File: config.mk
export PLATFORM = sky130hd
export DESIGN_NAME = cfba_ram
export DESIGN_NICKNAME = d
export VERILOG_FILES = /design/src/cfba_ram.sv
export SDC_FILE = /design/constraint.sdc
export NUM_CORES = 1
export LEC_CHECK = 0
export ABC_AREA = 1
export BUFFER_PORTS_ARGS = -buffer_cell sky130_fd_sc_hd__buf_2
export CAP_MARGIN = 0
export CORE_UTILIZATION = 42
export DETAILED_ROUTE_END_ITERATION = 8
export PLACE_DENSITY = 0.67
export SETUP_SLACK_MARGIN = 0.5
export SLEW_MARGIN = 20
export SYNTH_ARGS = -nofsm -noshare
export SYNTH_HDL_FRONTEND = slang
export SYNTH_SLANG_ARGS = --single-unit
File: constraint.sdc
create_clock -name clk -period 1.34 [get_ports clk]
set_input_delay 0.134 -clock clk [delete_from_list [all_inputs] [get_ports clk]]
set_output_delay 0.134 -clock clk [all_outputs]
set_load 0.02 [all_outputs]
File: src/cfba_ram.sv
// Generic simple dual-port RAM: one write port and one read port with a
// registered read. No dependencies.
module cfba_ram #(
  parameter int WIDTH = 8,
  parameter int DEPTH = 16
) (
  input  logic                     clk,
  input  logic                     wr_en,
  input  logic [$clog2(DEPTH)-1:0] wr_addr,
  input  logic [WIDTH-1:0]         wr_data,
  input  logic [$clog2(DEPTH)-1:0] rd_addr,
  output logic [WIDTH-1:0]         rd_data
);

  logic [WIDTH-1:0] mem [DEPTH];

  always_ff @(posedge clk) begin
    if (wr_en) begin
      mem[wr_addr] <= wr_data;
    end
    rd_data <= mem[rd_addr];
  end

endmodule

==> metrics.txt <==
Critical Path End Type output port; grt met2 use 0.3100; critical path class reg -> out; 1st-iter DRT viols 269; gpl congestion 0.7963; HP Start rd_addr[3]; H-tree lvl count 4; top-count cell post-synth nand2_1; Req. time, crit path 1.21 ns; Tcrit/Tclk final 0.7322; first element of the critical path rd_data[6]; Synth top area share 0.6665; Reg-to-Reg Start mem[1][0]; critical-path maximum fanout 1; Static Leak 3.010 nW; VDD IR-drop max 0.6671 mV; status finished clean; worst slack, placed 0.06907 ns; hold depth 3; DIE HEIGHT 119.2 um; Fin. Hold Viols 0; Ys Warns 0; Initial Util 0.4337; Die W 119.2 um; Synth Area per Inst 10.47 um2; Mapped Area 5767 um2; type of origin of the critical path flop; Mapped Cells 551; vias per inst 4.879; Tmin final 0.9812 ns; highest clock rate 1019 MHz; post-route cell area 7078 um2; Slew Limit Headroom 0.7286; n_diodes 0; CTS tree done; grt peak-use layer met2; GR Util met1 0.2446; Port Buf Inserts 25; CP max stage cell dfxtp_2; setup violators final 0; GR Util met3 0.04262; first-pass GRT wire length 19.89 mm; Tot GR Track Use 0.1925; post-synthesis sequential area ratio 0.6943; vias in the first global route 3752; cell chain of the critical path buf_6; final std cells w/o fill 779; Seq cells post-synth 136; clock buffer count from CTS 17; family with the most delay on the worst path flip-flops; CP arrival 0.85 ns; ranking of synthesized cells by area edfxtp_1 67%, nand2_1 11%, nand3_1 8.4%, inv_1 6.5%, dfxtp_1 2.8%; CTS Sinks 136; max cap viols 0; worst skew pair latency 0.41 ns; standard-cell rows 42; GRT overflow 0; DRT antenna net count 0; layout cells sized above 1 0.2338; WL per Instance 16.07 um; Layout Utilization 0.5324; Worst Slack Setup Final 0.3589 ns; R2R Setup Slk 0.38 ns; number of synthesized flops with an enable pin 128; Post-synth top cells 173 x nand2_1, 128 x edfxtp_1, 100 x inv_1; Placed Area 6233 um2; Yosys cell types 12; root buffer cell clkbuf_16; Vias 3801; drt first pass iters 4; initial antenna violation count 0; hold path endpoint rd_data[3]; # IOs 26; Setup Skew 0.01306 ns; Max Root-Sink Buffers 2; Worst Path Buf+Inv 1; Reg2Reg Depth 6; Post-DP HPWL 7.685 mm; RSZ-0062 raised after global routing true; placed cell count 746; Synth area leader edfxtp_1; worst hold path class in -> reg; Post-layout nets 608; Async SR Flop Fraction 0; setup TNS 0 ns; hold buffer count at CTS 0; Syn Nets 569; Slew @ Worst Pin 0.4070 ns; Slowest Stage Delay on Critical Path 0.31 ns; die area 14200 um2; clock transition at the registers of the reported paths 0.05 ns; R2R Path End rd_data[0]; largest net degree at the start of global routing 65; max-slew violations 0; core box area 13300 um2; PwrDens 1443 nW/um2; synth-to-layout area growth 22.74%; WL final 12.52 mm; DRC viols 0; top_reg_cell synth edfxtp_1
cells in the final DEF, fill, tap and decap left out, drive strengths merged:
cell type | synthesis | routed
buf | 24 | 44
bufinv | 0 | 4
clkbuf | 0 | 22
clkinv | 0 | 5
clkinvlp | 0 | 1
dfxtp | 8 | 8
edfxtp | 128 | 128
inv | 102 | 102
nand2 | 173 | 173
nand3 | 97 | 97
nand3b | 2 | 2
nor2 | 17 | 17
area by class of cell:
type / count / area, um2
Clock inverter: 10 / 152.6
Sequential cell: 136 / 4014
Fill cell: 1131 / 6217
Inverter: 102 / 382.9
Multi-Input combinational cell: 289 / 1499
Tap cell: 176 / 220.2
Clock buffer: 22 / 444.2
Timing Repair Buffer: 44 / 365.4
worst register-to-register path, delay by kind of cell (launching register included):
kind                   cells  cell delay (ns)
AND/OR/NAND/NOR            5             0.43
flip-flops                 1             0.37
buffers and inverters      1             0.06
state kept, by name, summed over array words and instances (netlist names):
register,count
rd_data,8
mem,128
kinds of logic (layout without fill, tap and decap cells):
group	count (synthesis)	in the layout	synth area share
simple gates	289	289	0.2105
buf+inv	126	178	0.09525
flops	136	136	0.6943
metal layers:
metal / vias up / share of wire
li1: 1859 / -
met5: - / 0
met4: 0 / 0.022
met2: 117 / 0.50
met3: 17 / 0.054
met1: 1808 / 0.43
worst max-delay path by stage:
stage	end	slack, ns	depth (start not counted)
5_1_grt	rd_data[0]	0.31	6
4_1_cts	rd_data[6]	0.34	1
3_3_place_gp	mem[4][5]	0.08	4
2_1_floorplan	mem[10][0]	0.33	2
6_report	rd_data[6]	0.36	1
3_5_place_dp	mem[5][6]	0.07	4
through the flow:
| stage | total power, mW | hold WS, ns |
|---|---|---|
| finish | 10.21 | 0.08747 |
| global route | 10.49 | 0.09600 |
| CTS | 10.25 | 0.07914 |
| detailed placement | 5.513 | 0.5060 |
| global placement | 5.499 | 0.5005 |
| floorplan | 5.262 | 0.2329 |
report_power, final:
part	internal, mW	switching [mW]
clock network	3.09	1.60
registers	4.76	0.0300
logic	0.240	0.491
total	8.10	2.12
repair_timing:
item                                    4_1_cts  5_1_grt
pin swaps                                    30       14
hold endpoints to repair                      0        0
gates cloned                                  0        0
buffers inserted                              1        0
endpoints found under the setup margin       24       20
gates resized for setup                      47       18
(Power assumes the default switching activity.)
