$ cat config.mk
export PLATFORM = sky130hd
export DESIGN_NAME = cfba_div
export DESIGN_NICKNAME = d
export VERILOG_FILES = /design/src/cfba_pkg.sv /design/src/cfba_div.sv
export SDC_FILE = /design/constraint.sdc
export NUM_CORES = 1
export LEC_CHECK = 0
export ABC_AREA = 1
export ABC_CLOCK_PERIOD_IN_PS = 7800
export BUFFER_PORTS_ARGS = -buffer_cell sky130_fd_sc_hd__buf_4
export CAP_MARGIN = 20
export CELL_PAD_IN_SITES_DETAIL_PLACEMENT = 0
export CELL_PAD_IN_SITES_GLOBAL_PLACEMENT = 1
export CORE_AREA = 8 8 112 114
export CTS_CLUSTER_DIAMETER = 30
export DETAILED_ROUTE_END_ITERATION = 16
export DIE_AREA = 0 0 120 122
export GPL_ROUTABILITY_DRIVEN = 0
export PLACE_DENSITY_LB_ADDON = 0.05
export SLEW_MARGIN = 10
export SYNTH_ARGS = -nofsm -noshare
export SYNTH_HDL_FRONTEND = slang
export SYNTH_SLANG_ARGS = --single-unit
$ cat constraint.sdc
create_clock -name clk -period 7.8 [get_ports clk]
set_clock_uncertainty 0.15 [all_clocks]
set_input_delay 1.56 -clock clk [delete_from_list [all_inputs] [get_ports clk]]
set_output_delay 1.56 -clock clk [all_outputs]
set_load 0.02 [all_outputs]
$ cat src/cfba_pkg.sv
// Shared types, constants and helper functions for the chunked free-list
// block allocator. No dependencies; imported by every file but cfba_ram.
package cfba_pkg;

  localparam int MAX_CHUNKS        = 16;
  localparam int MAX_CHUNK_ENTRIES = 64;
  localparam int POOL_BLOCKS       = MAX_CHUNKS * MAX_CHUNK_ENTRIES;

  localparam int IDX_W   = $clog2(POOL_BLOCKS);
  localparam int LINK_W  = 11;
  localparam int AVAIL_W = 11;
  localparam int CHUNK_W = $clog2(MAX_CHUNKS + 1);
  localparam int ENT_W   = $clog2(MAX_CHUNK_ENTRIES + 1);
  localparam int BS_W    = 13;
  localparam int ADDR_W  = 22;
  localparam int CMD_W   = 2;
  localparam int STAT_W  = 2;
  localparam int CFG_IDX_W  = 2;
  localparam int CFG_DATA_W = BS_W;
  localparam int CE_RAW_W   = 7;

  localparam logic [LINK_W-1:0]  LINK_NONE = '1;
  localparam logic [AVAIL_W-1:0] AVAIL_MAX = '1;
  localparam logic [BS_W-1:0]    MIN_BLOCK = BS_W'(8);
  localparam logic [BS_W-1:0]    MAX_BLOCK = BS_W'(4096);

  typedef enum logic [CMD_W-1:0] {
    CMD_ALLOC    = 2'd0,
    CMD_FREE     = 2'd1,
    CMD_FREE_ALL = 2'd2
  } cmd_t;

  typedef enum logic [STAT_W-1:0] {
    ST_OK       = 2'd0,
    ST_NO_CHUNK = 2'd1,
    ST_BAD_ADDR = 2'd2
  } status_t;

  typedef enum logic [CFG_IDX_W-1:0] {
    REG_BLOCK_SIZE    = 2'd0,
    REG_CHUNK_ENTRIES = 2'd1
  } reg_idx_t;

  function automatic logic [BS_W-1:0] eff_size(input logic [BS_W-1:0] raw);
    logic [BS_W-1:0] s;
    s = raw;
    if (s < MIN_BLOCK) s = MIN_BLOCK;
    if (s > MAX_BLOCK) s = MAX_BLOCK;
    return s;
  endfunction

  function automatic logic [ENT_W-1:0] eff_entries(input logic [CE_RAW_W-1:0] raw);
    logic [ENT_W-1:0] e;
    e = ENT_W'(raw);
    if (raw == '0) e = ENT_W'(1);
    if (raw > CE_RAW_W'(MAX_CHUNK_ENTRIES)) e = ENT_W'(MAX_CHUNK_ENTRIES);
    return e;
  endfunction

endpackage

$ cat src/cfba_div.sv
// Restoring divider, one quotient bit per cycle, used to turn a byte offset
// into a block index. Depends on cfba_pkg.
module cfba_div (
  input  logic                       clk,
  input  logic                       rst,
  input  logic                       start,
  input  logic [cfba_pkg::ADDR_W-1:0] dividend,
  input  logic [cfba_pkg::BS_W-1:0]   divisor,
  output logic                       done,
  output logic [cfba_pkg::ADDR_W-1:0] quotient
);
  import cfba_pkg::*;

  localparam int CNT_W = $clog2(ADDR_W + 1);

  logic [BS_W-1:0]   rem;
  logic [BS_W-1:0]   dsr;
  logic [CNT_W-1:0]  cnt;
  logic              busy;
  logic [BS_W:0]     shifted;
  logic [BS_W+1:0]   diff;

  assign shifted = {rem, quotient[ADDR_W-1]};
  assign diff    = {1'b0, shifted} - {2'b00, dsr};

  always_ff @(posedge clk) begin
    if (rst) begin
      busy <= 1'b0;
      done <= 1'b0;
      cnt  <= '0;
    end else begin
      done <= busy && !start && (cnt == CNT_W'(1));
      if (start) begin
        busy     <= 1'b1;
        cnt      <= CNT_W'(ADDR_W);
        rem      <= '0;
        dsr      <= divisor;
        quotient <= dividend;
      end else if (busy) begin
        // A clear top bit of the difference means the trial subtract fits.
        if (!diff[BS_W+1]) begin
          rem      <= diff[BS_W-1:0];
          quotient <= {quotient[ADDR_W-2:0], 1'b1};
        end else begin
          rem      <= shifted[BS_W-1:0];
          quotient <= {quotient[ADDR_W-2:0], 1'b0};
        end
        cnt <= cnt - CNT_W'(1);
        if (cnt == CNT_W'(1)) begin
          busy <= 1'b0;
        end
      end
    end
  end

endmodule

==> out/results.txt, run 1 <==
# H-tree levels = 2
Post-Route WL = 7690 µm
Worst-case vdd ir drop = 0.0000683 V
I/O pin count = 61
Vias = 2523
Crit path buf inv count = 2
Hold Buf Count CTS = 0
Largest net degree at the start of global routing = 37
Fmax = 360 MHz
N_diodes = 0
Mean Syn Cell Area = 8.26 µm²
Die Height = 122 µm
WL per Instance = 13.1 µm
Place WS = 4.37 ns
Mux cell area share after synthesis = 0
Multi-input gate area = 1290 µm²
Slowest CP cell = nor2_4
Register Area = 1580 µm²
CP top delay family = simple AND/OR/NAND/NOR gates
Final hold viol count = 0
Core Area = 10700 µm²
Fillers = 1138
Post-synthesis compound-gate area fraction = 0.0423
Synth Area in Adders = 0.0657
TritonCTS Buffers = 5
Dpl cell area = 3760 µm²
Initial antenna violation count = 0
Synthesized cell area = 3160 µm²
Die ar. = 14600 µm²
Final worst path period need = 2.77 ns
Run status = finished, final reports clean
Number of synthesized register bits = 55
CP Max Fanout = 29
Antenna Nets Post-Route = 0
Worst Path Arrival = 2.64 ns
Kind of critical path = in -> reg
XOR/XNOR Fraction of Synth Area = 0.0111
Worst EP required = 7.67 ns
Fin worst setup slack = 5.03 ns
Slew headroom = 0.657
Placed cells = 577
RSZ-0062 raised after global routing = false
Die X = 120 µm
Port buffer count = 60
Synth cell types = 33
Iteration-0 DRC Markers = 114
Synth Instances = 383
Worst skew pair latency = 0.31 ns
DRT Pass-1 Iters = 4
Residual DRC = 0
Vias per cell = 4.31
Largest family of logic cells by synthesized area = simple AND/OR/NAND/NOR gates
Cell area after layout = 3870 µm²
Tot Pwr = 0.712 mW
Power Density = 184 nW/µm²
Final setup vio count = 0
Number of max-cap violations = 0
Share of cells above drive strength 1 = 0.204
Clk sink count = 55
Register area share after synthesis = 0.500
Final period utilization = 0.356
Post-DP HPWL = 5740 µm
GR Util All Layers = 0.111
Worst Hold Class = reg -> reg
Synthesis-to-finish area growth = 22.4%
Synthesized Nets = 437
Final non-filler cell total = 586
Initial Util = 0.296
Yosys warnings = 0
Tightest Pin Transition = 0.514 ns
Setup_tns = 0 ns
Synth Area in Simple Gates = 0.288
FP Rows = 38
Lkg Pwr = 1.92 nW
Max stage delay on crit path = 0.42 ns
Resize count post-CTS = 0
Slew Viols, Final = 0
CP Cell Sequence = buf_4 > nor2_1 > nor2_4 > buf_16
Vias in the first global route = 2712
Reg clk slew, reported paths = 0.10 ns
Fin nets = 499
CTS Buffer Depth = 2
Startpoint types = input pin
First-pass GRT wire length = 13100 µm
Crit end category = flip-flop
Setup bufs post-CTS = 0
CTS tree = built
Clk root buf = clkbuf_8
Congestion Overflow GR = 0
[final timing paths]
path,to,startpoint,slack (ns),cells past startpoint
worst max-delay path,rem[4],start,5.03,4
worst min-delay path,cnt[4],cnt[4],0.34,2
worst max register to register,rem[7],quotient[21],5.33,11
worst min register to register,cnt[4],cnt[4],0.34,2
[sequential cells by signal, indices dropped and copies added (netlist names)]
name / count
quotient: 22
dsr: 13
cnt: 5
rem: 13
busy: 1
done: 1
[cell usage after synthesis]
cell        n  area share
nand2_4     1      0.0036
o31ai_1     1      0.0024
nand4_1     5      0.0099
dfxtp_1     7       0.044
inv_1      65       0.077
a21oi_2     1      0.0028
nand3b_1    2      0.0047
nand2_1   143        0.17
inv_2       1      0.0012
o211ai_1    1      0.0024
nor4_1      1      0.0020
o21ai_0     5      0.0079
edfxtp_1   48        0.46
nand3_1    17       0.027
fa_1        1      0.0063
buf_12      1      0.0063
a31oi_1     1      0.0020
buf_2       1      0.0016
nor2_2      8       0.016
nor2_1     27       0.032
nor3_1      1      0.0016
ha_1       15       0.059
nand3_2     2      0.0063
and2_1      2      0.0040
clkbuf_1    5      0.0059
o21ai_2     4       0.011
a21oi_1     7       0.011
buf_1       1      0.0012
nor3_4      1      0.0051
nand2_2     3      0.0059
xor2_1      2      0.0055
xnor2_1     2      0.0055
a221oi_1    1      0.0028
[worst register-to-register path, cell delays in order, from the launching register on]
cell	delay, ns
edfxtp_1	0.39
inv_1	0.06
ha_1	0.23
fa_1	0.41
inv_1	0.13
nand2_1	0.08
nand3_2	0.10
nand2_2	0.10
nand2_4	0.23
inv_2	0.15
nor2_1	0.18
nor2_2	0.06
[cells by family (layout without fill, tap and decap cells)]
group,after synthesis,count (layout)
fa+ha+maj,16,16
buf+inv,74,137
compound gates,21,21
xor+xnor,4,4
flops,55,55
simple gates,213,213
[final cells by class]
type                    instances  area share
clock buffers                   7      0.0197
well taps                     140      0.0452
flip-flops and latches         55       0.408
clock inverters                 1     0.00129
multi-input cells             254       0.334
repair buffers                 63       0.127
inverters                      66      0.0640
[metal layers]
metal  vias to the layer above  global-route usage  wire (µm)
li1                       1331                   -          -
met2                        39               0.176       3400
met3                         7              0.0319        343
met1                      1146               0.143       3860
met4                         0              0.0351         93
met5                         -                   0          0
[placed cells by master (no fill, tap or decap), types with 3 or more instances in the layout]
master | synthesis | layout
nand2_1 | 143 | 143
inv_1 | 65 | 65
buf_4 | 0 | 62
edfxtp_1 | 48 | 48
nor2_1 | 27 | 26
nand3_1 | 17 | 17
ha_1 | 15 | 15
nor2_2 | 8 | 8
a21oi_1 | 7 | 7
dfxtp_1 | 7 | 7
nand4_1 | 5 | 5
o21ai_0 | 5 | 5
clkbuf_8 | 0 | 5
o21ai_2 | 4 | 4
nand2_2 | 3 | 3
[stage by stage]
step | hold WS, ns | util
2_1_floorplan | 0.292 | -
3_3_place_gp | 0.325 | 0.352
3_5_place_dp | 0.326 | 0.352
4_1_cts | 0.343 | 0.359
5_1_grt | 0.368 | 0.362
6_report | 0.338 | 0.362
[power breakdown]
part | switching, mW | total, mW | internal (mW)
Clock | 0.0939 | 0.157 | 0.0634
Sequential | 0.0121 | 0.360 | 0.348
Combinational | 0.120 | 0.195 | 0.0751
(Power assumes the default switching activity.)
==> run 2, diff against run 1 <==
--- a/config.mk
+++ b/config.mk
@@ -5,16 +5,16 @@
 export SDC_FILE = /design/constraint.sdc
 export NUM_CORES = 1
 export LEC_CHECK = 0
-export ABC_AREA = 1
-export ABC_CLOCK_PERIOD_IN_PS = 7800
+export ABC_AREA = 0
+export ABC_CLOCK_PERIOD_IN_PS = 2600
 export BUFFER_PORTS_ARGS = -buffer_cell sky130_fd_sc_hd__buf_4
 export CAP_MARGIN = 20
 export CELL_PAD_IN_SITES_DETAIL_PLACEMENT = 0
 export CELL_PAD_IN_SITES_GLOBAL_PLACEMENT = 1
-export CORE_AREA = 8 8 112 114
+export CORE_AREA = 8 8 107 109
 export CTS_CLUSTER_DIAMETER = 30
 export DETAILED_ROUTE_END_ITERATION = 16
-export DIE_AREA = 0 0 120 122
+export DIE_AREA = 0 0 115 117
 export GPL_ROUTABILITY_DRIVEN = 0
 export PLACE_DENSITY_LB_ADDON = 0.05
 export SLEW_MARGIN = 10
==> constraint.sdc (replaced) <==
create_clock -name clk -period 2.6 [get_ports clk]
set_clock_uncertainty 0.15 [all_clocks]
set_input_delay 0.52 -clock clk [delete_from_list [all_inputs] [get_ports clk]]
set_output_delay 0.52 -clock clk [all_outputs]
set_load 0.02 [all_outputs]
==> run 2 against run 1 <==
  * Sequential cell count stayed put
  * Non-clock buffer count increased by 14
  * Critical path depth grew 4
  * Wire length down 12%
  * Combinational power rose to 3.2 times the previous value
  * Worst setup slack got worse by 5.0 ns
  * Sequential share of layout area up 1.5 points
==> out/results.txt, run 2 <==
Synthesis-to-finish area growth = 30.5%
Fmax = 393 MHz
Worst skew pair latency = 0.31 ns
Largest net degree at the start of global routing = 36
CP Max Fanout = 5
N_diodes = 0
Antenna Nets Post-Route = 0
Cell taking the most area after synthesis = edfxtp_1
Worst Hold Class = in -> reg
DRT Pass-1 Iters = 4
Initial Util = 0.289
Mean Syn Cell Area = 12.6 µm²
Crit end category = flip-flop
Power Density = 589 nW/µm²
Clk sink count = 55
Die X = 115 µm
Tot Pwr = 2.20 mW
Dpl cell area = 3570 µm²
Iteration-0 DRC Markers = 54
Most frequent cell after synthesis = edfxtp_1
Share of cells above drive strength 1 = 0.397
Tightest Pin Transition = 0.461 ns
Kind of critical path = reg -> reg
Port buffer count = 60
Synth cell types = 38
Ranking of synthesized cells by area = edfxtp_1 (50%), mux2_2 (8.3%), ha_1 (6.6%)
Final period utilization = 0.978
GR Util All Layers = 0.104
CTS Buffer Depth = 2
Die Height = 117 µm
Run status = finished, final reports clean
Regs by FF count = quotient: 22 flops, dsr: 13 flops, rem: 13 flops
Crit path buf inv count = 1
RSZ-0062 raised after global routing = true
Asr flop ratio synth = 0
Lkg Pwr = 1.51 nW
Number of max-cap violations = 0
Reg with most FFs = quotient
Synthesized Nets = 282
Max stage delay on crit path = 0.43 ns
Area share of the largest cell type after synthesis = 0.503
Slew headroom = 0.689
Startpoint types = flip-flop
Slew Viols, Final = 0
Largest register FFs = 22
Final hold viol count = 0
Slowest CP cell = edfxtp_1
Most common cell after layout, fill and taps aside = buf_4
CP Cell Sequence = ha_4 > fa_2 > nand2b_4 > a21oi_4 > o211ai_2 > a41o_4 > buf_6 > o41ai_4
CTS tree = built
Die ar. = 13500 µm²
Synth Instances = 228
Number of synthesized flops with an enable pin = 48
Hold Buf Count CTS = 0
Core Area = 9910 µm²
Register area share after synthesis = 0.552
Residual DRC = 0
Worst-case vdd ir drop = 0.000264 V
Setup_tns = 0 ns
Worst Path Arrival = 2.52 ns
Vias = 1972
# H-tree levels = 2
Top post-synthesis cells by count = edfxtp_1 (48), mux2_2 (21), nor2_1 (21)
WL per Instance = 15.3 µm
Initial antenna violation count = 0
Clk root buf = clkbuf_8
Post-Route WL = 6740 µm
Fin nets = 358
Most frequent cells in the layout = buf_4 (73), edfxtp_1 (48), mux2_2 (21)
Vias per cell = 4.47
Yosys warnings = 0
Number of synthesized register bits = 55
Worst EP required = 2.58 ns
TritonCTS Buffers = 5
I/O pin count = 61
FP Rows = 37
Vias in the first global route = 2153
First-pass GRT wire length = 10800 µm
Reg clk slew, reported paths = 0.11 ns
Final worst path period need = 2.54 ns
Synthesized cell area = 2870 µm²
Congestion Overflow GR = 0
Cell area after layout = 3740 µm²
Post-DP HPWL = 4850 µm
CP top delay family = compound AO/OA/AOI/OAI gates
Final setup vio count = 0
Top_reg_cell synth = edfxtp_1
run 2: metal layers:
layer | vias up | global-route usage | share of wire | wire, µm
met4 | 0 | 0.0342 | 0.011 | 74
met3 | 5 | 0.0482 | 0.090 | 608
met2 | 51 | 0.155 | 0.42 | 2840
li1 | 993 | - | - | -
met1 | 923 | 0.130 | 0.48 | 3210
met5 | - | 0 | 0 | 0
run 2: final timing paths:
| kind | start | end | slack [ns] | depth (start not counted) |
|---|---|---|---|---|
| max reg2reg | dsr[0] | rem[9] | 0.06 | 8 |
| min | divisor[9] | dsr[9] | 0.23 | 1 |
| min reg2reg | cnt[1] | cnt[1] | 0.43 | 2 |
| max | dsr[0] | rem[9] | 0.06 | 8 |
run 2: kinds of logic after synthesis:
group,Yosys count,share of synthesized area
simple gates,49,0.0830
mux,28,0.107
buf+inv,26,0.0406
compound gates,43,0.111
xor+xnor,11,0.0336
flops,55,0.552
fa+ha+maj,16,0.0725
run 2: worst reg2reg max path, delay by kind of cell (launching register included):
kind	cells	cell delay, ns
AO/OA/AOI/OAI	4	0.92
buffers and inverters	1	0.14
AND/OR/NAND/NOR	1	0.17
flip-flops	1	0.43
adder cells (fa/ha/maj)	2	0.55
run 2: timing repair:
action	4_1_cts	5_1_grt
setup buffers	1	2
gates resized for setup	1	8
pin swaps	3	5
endpoints found under the hold margin	0	0
gates cloned	0	1
endpoints found under the setup margin	2	12
run 2: metrics by stage:
step | worst slack, ns | cells | hold slack, ns | util
CTS | 0.00476 | 438 | 0.213 | 0.371
global placement | 0.0781 | 429 | 0.408 | 0.361
global route | -0.0257 | 441 | 0.212 | 0.377
detailed placement | -0.0160 | 429 | 0.408 | 0.361
finish | 0.0584 | 441 | 0.229 | 0.377
floorplan | 0.0226 | 228 | 0.378 | -
run 2: final cells by class:
type,count,area (µm²)
clock buffers,6,72.6
clock inverters,2,16.3
fillers,1023,6170
inverters,18,67.6
multi-input cells,147,1230
flip-flops and latches,55,1580
well taps,136,170
repair buffers,77,596
run 2: report_power, final:
| group | switching (mW) | total, mW | internal (mW) |
|---|---|---|---|
| clock network | 0.302 | 0.497 | 0.195 |
| registers | 0.0386 | 1.09 | 1.05 |
| logic | 0.312 | 0.619 | 0.307 |
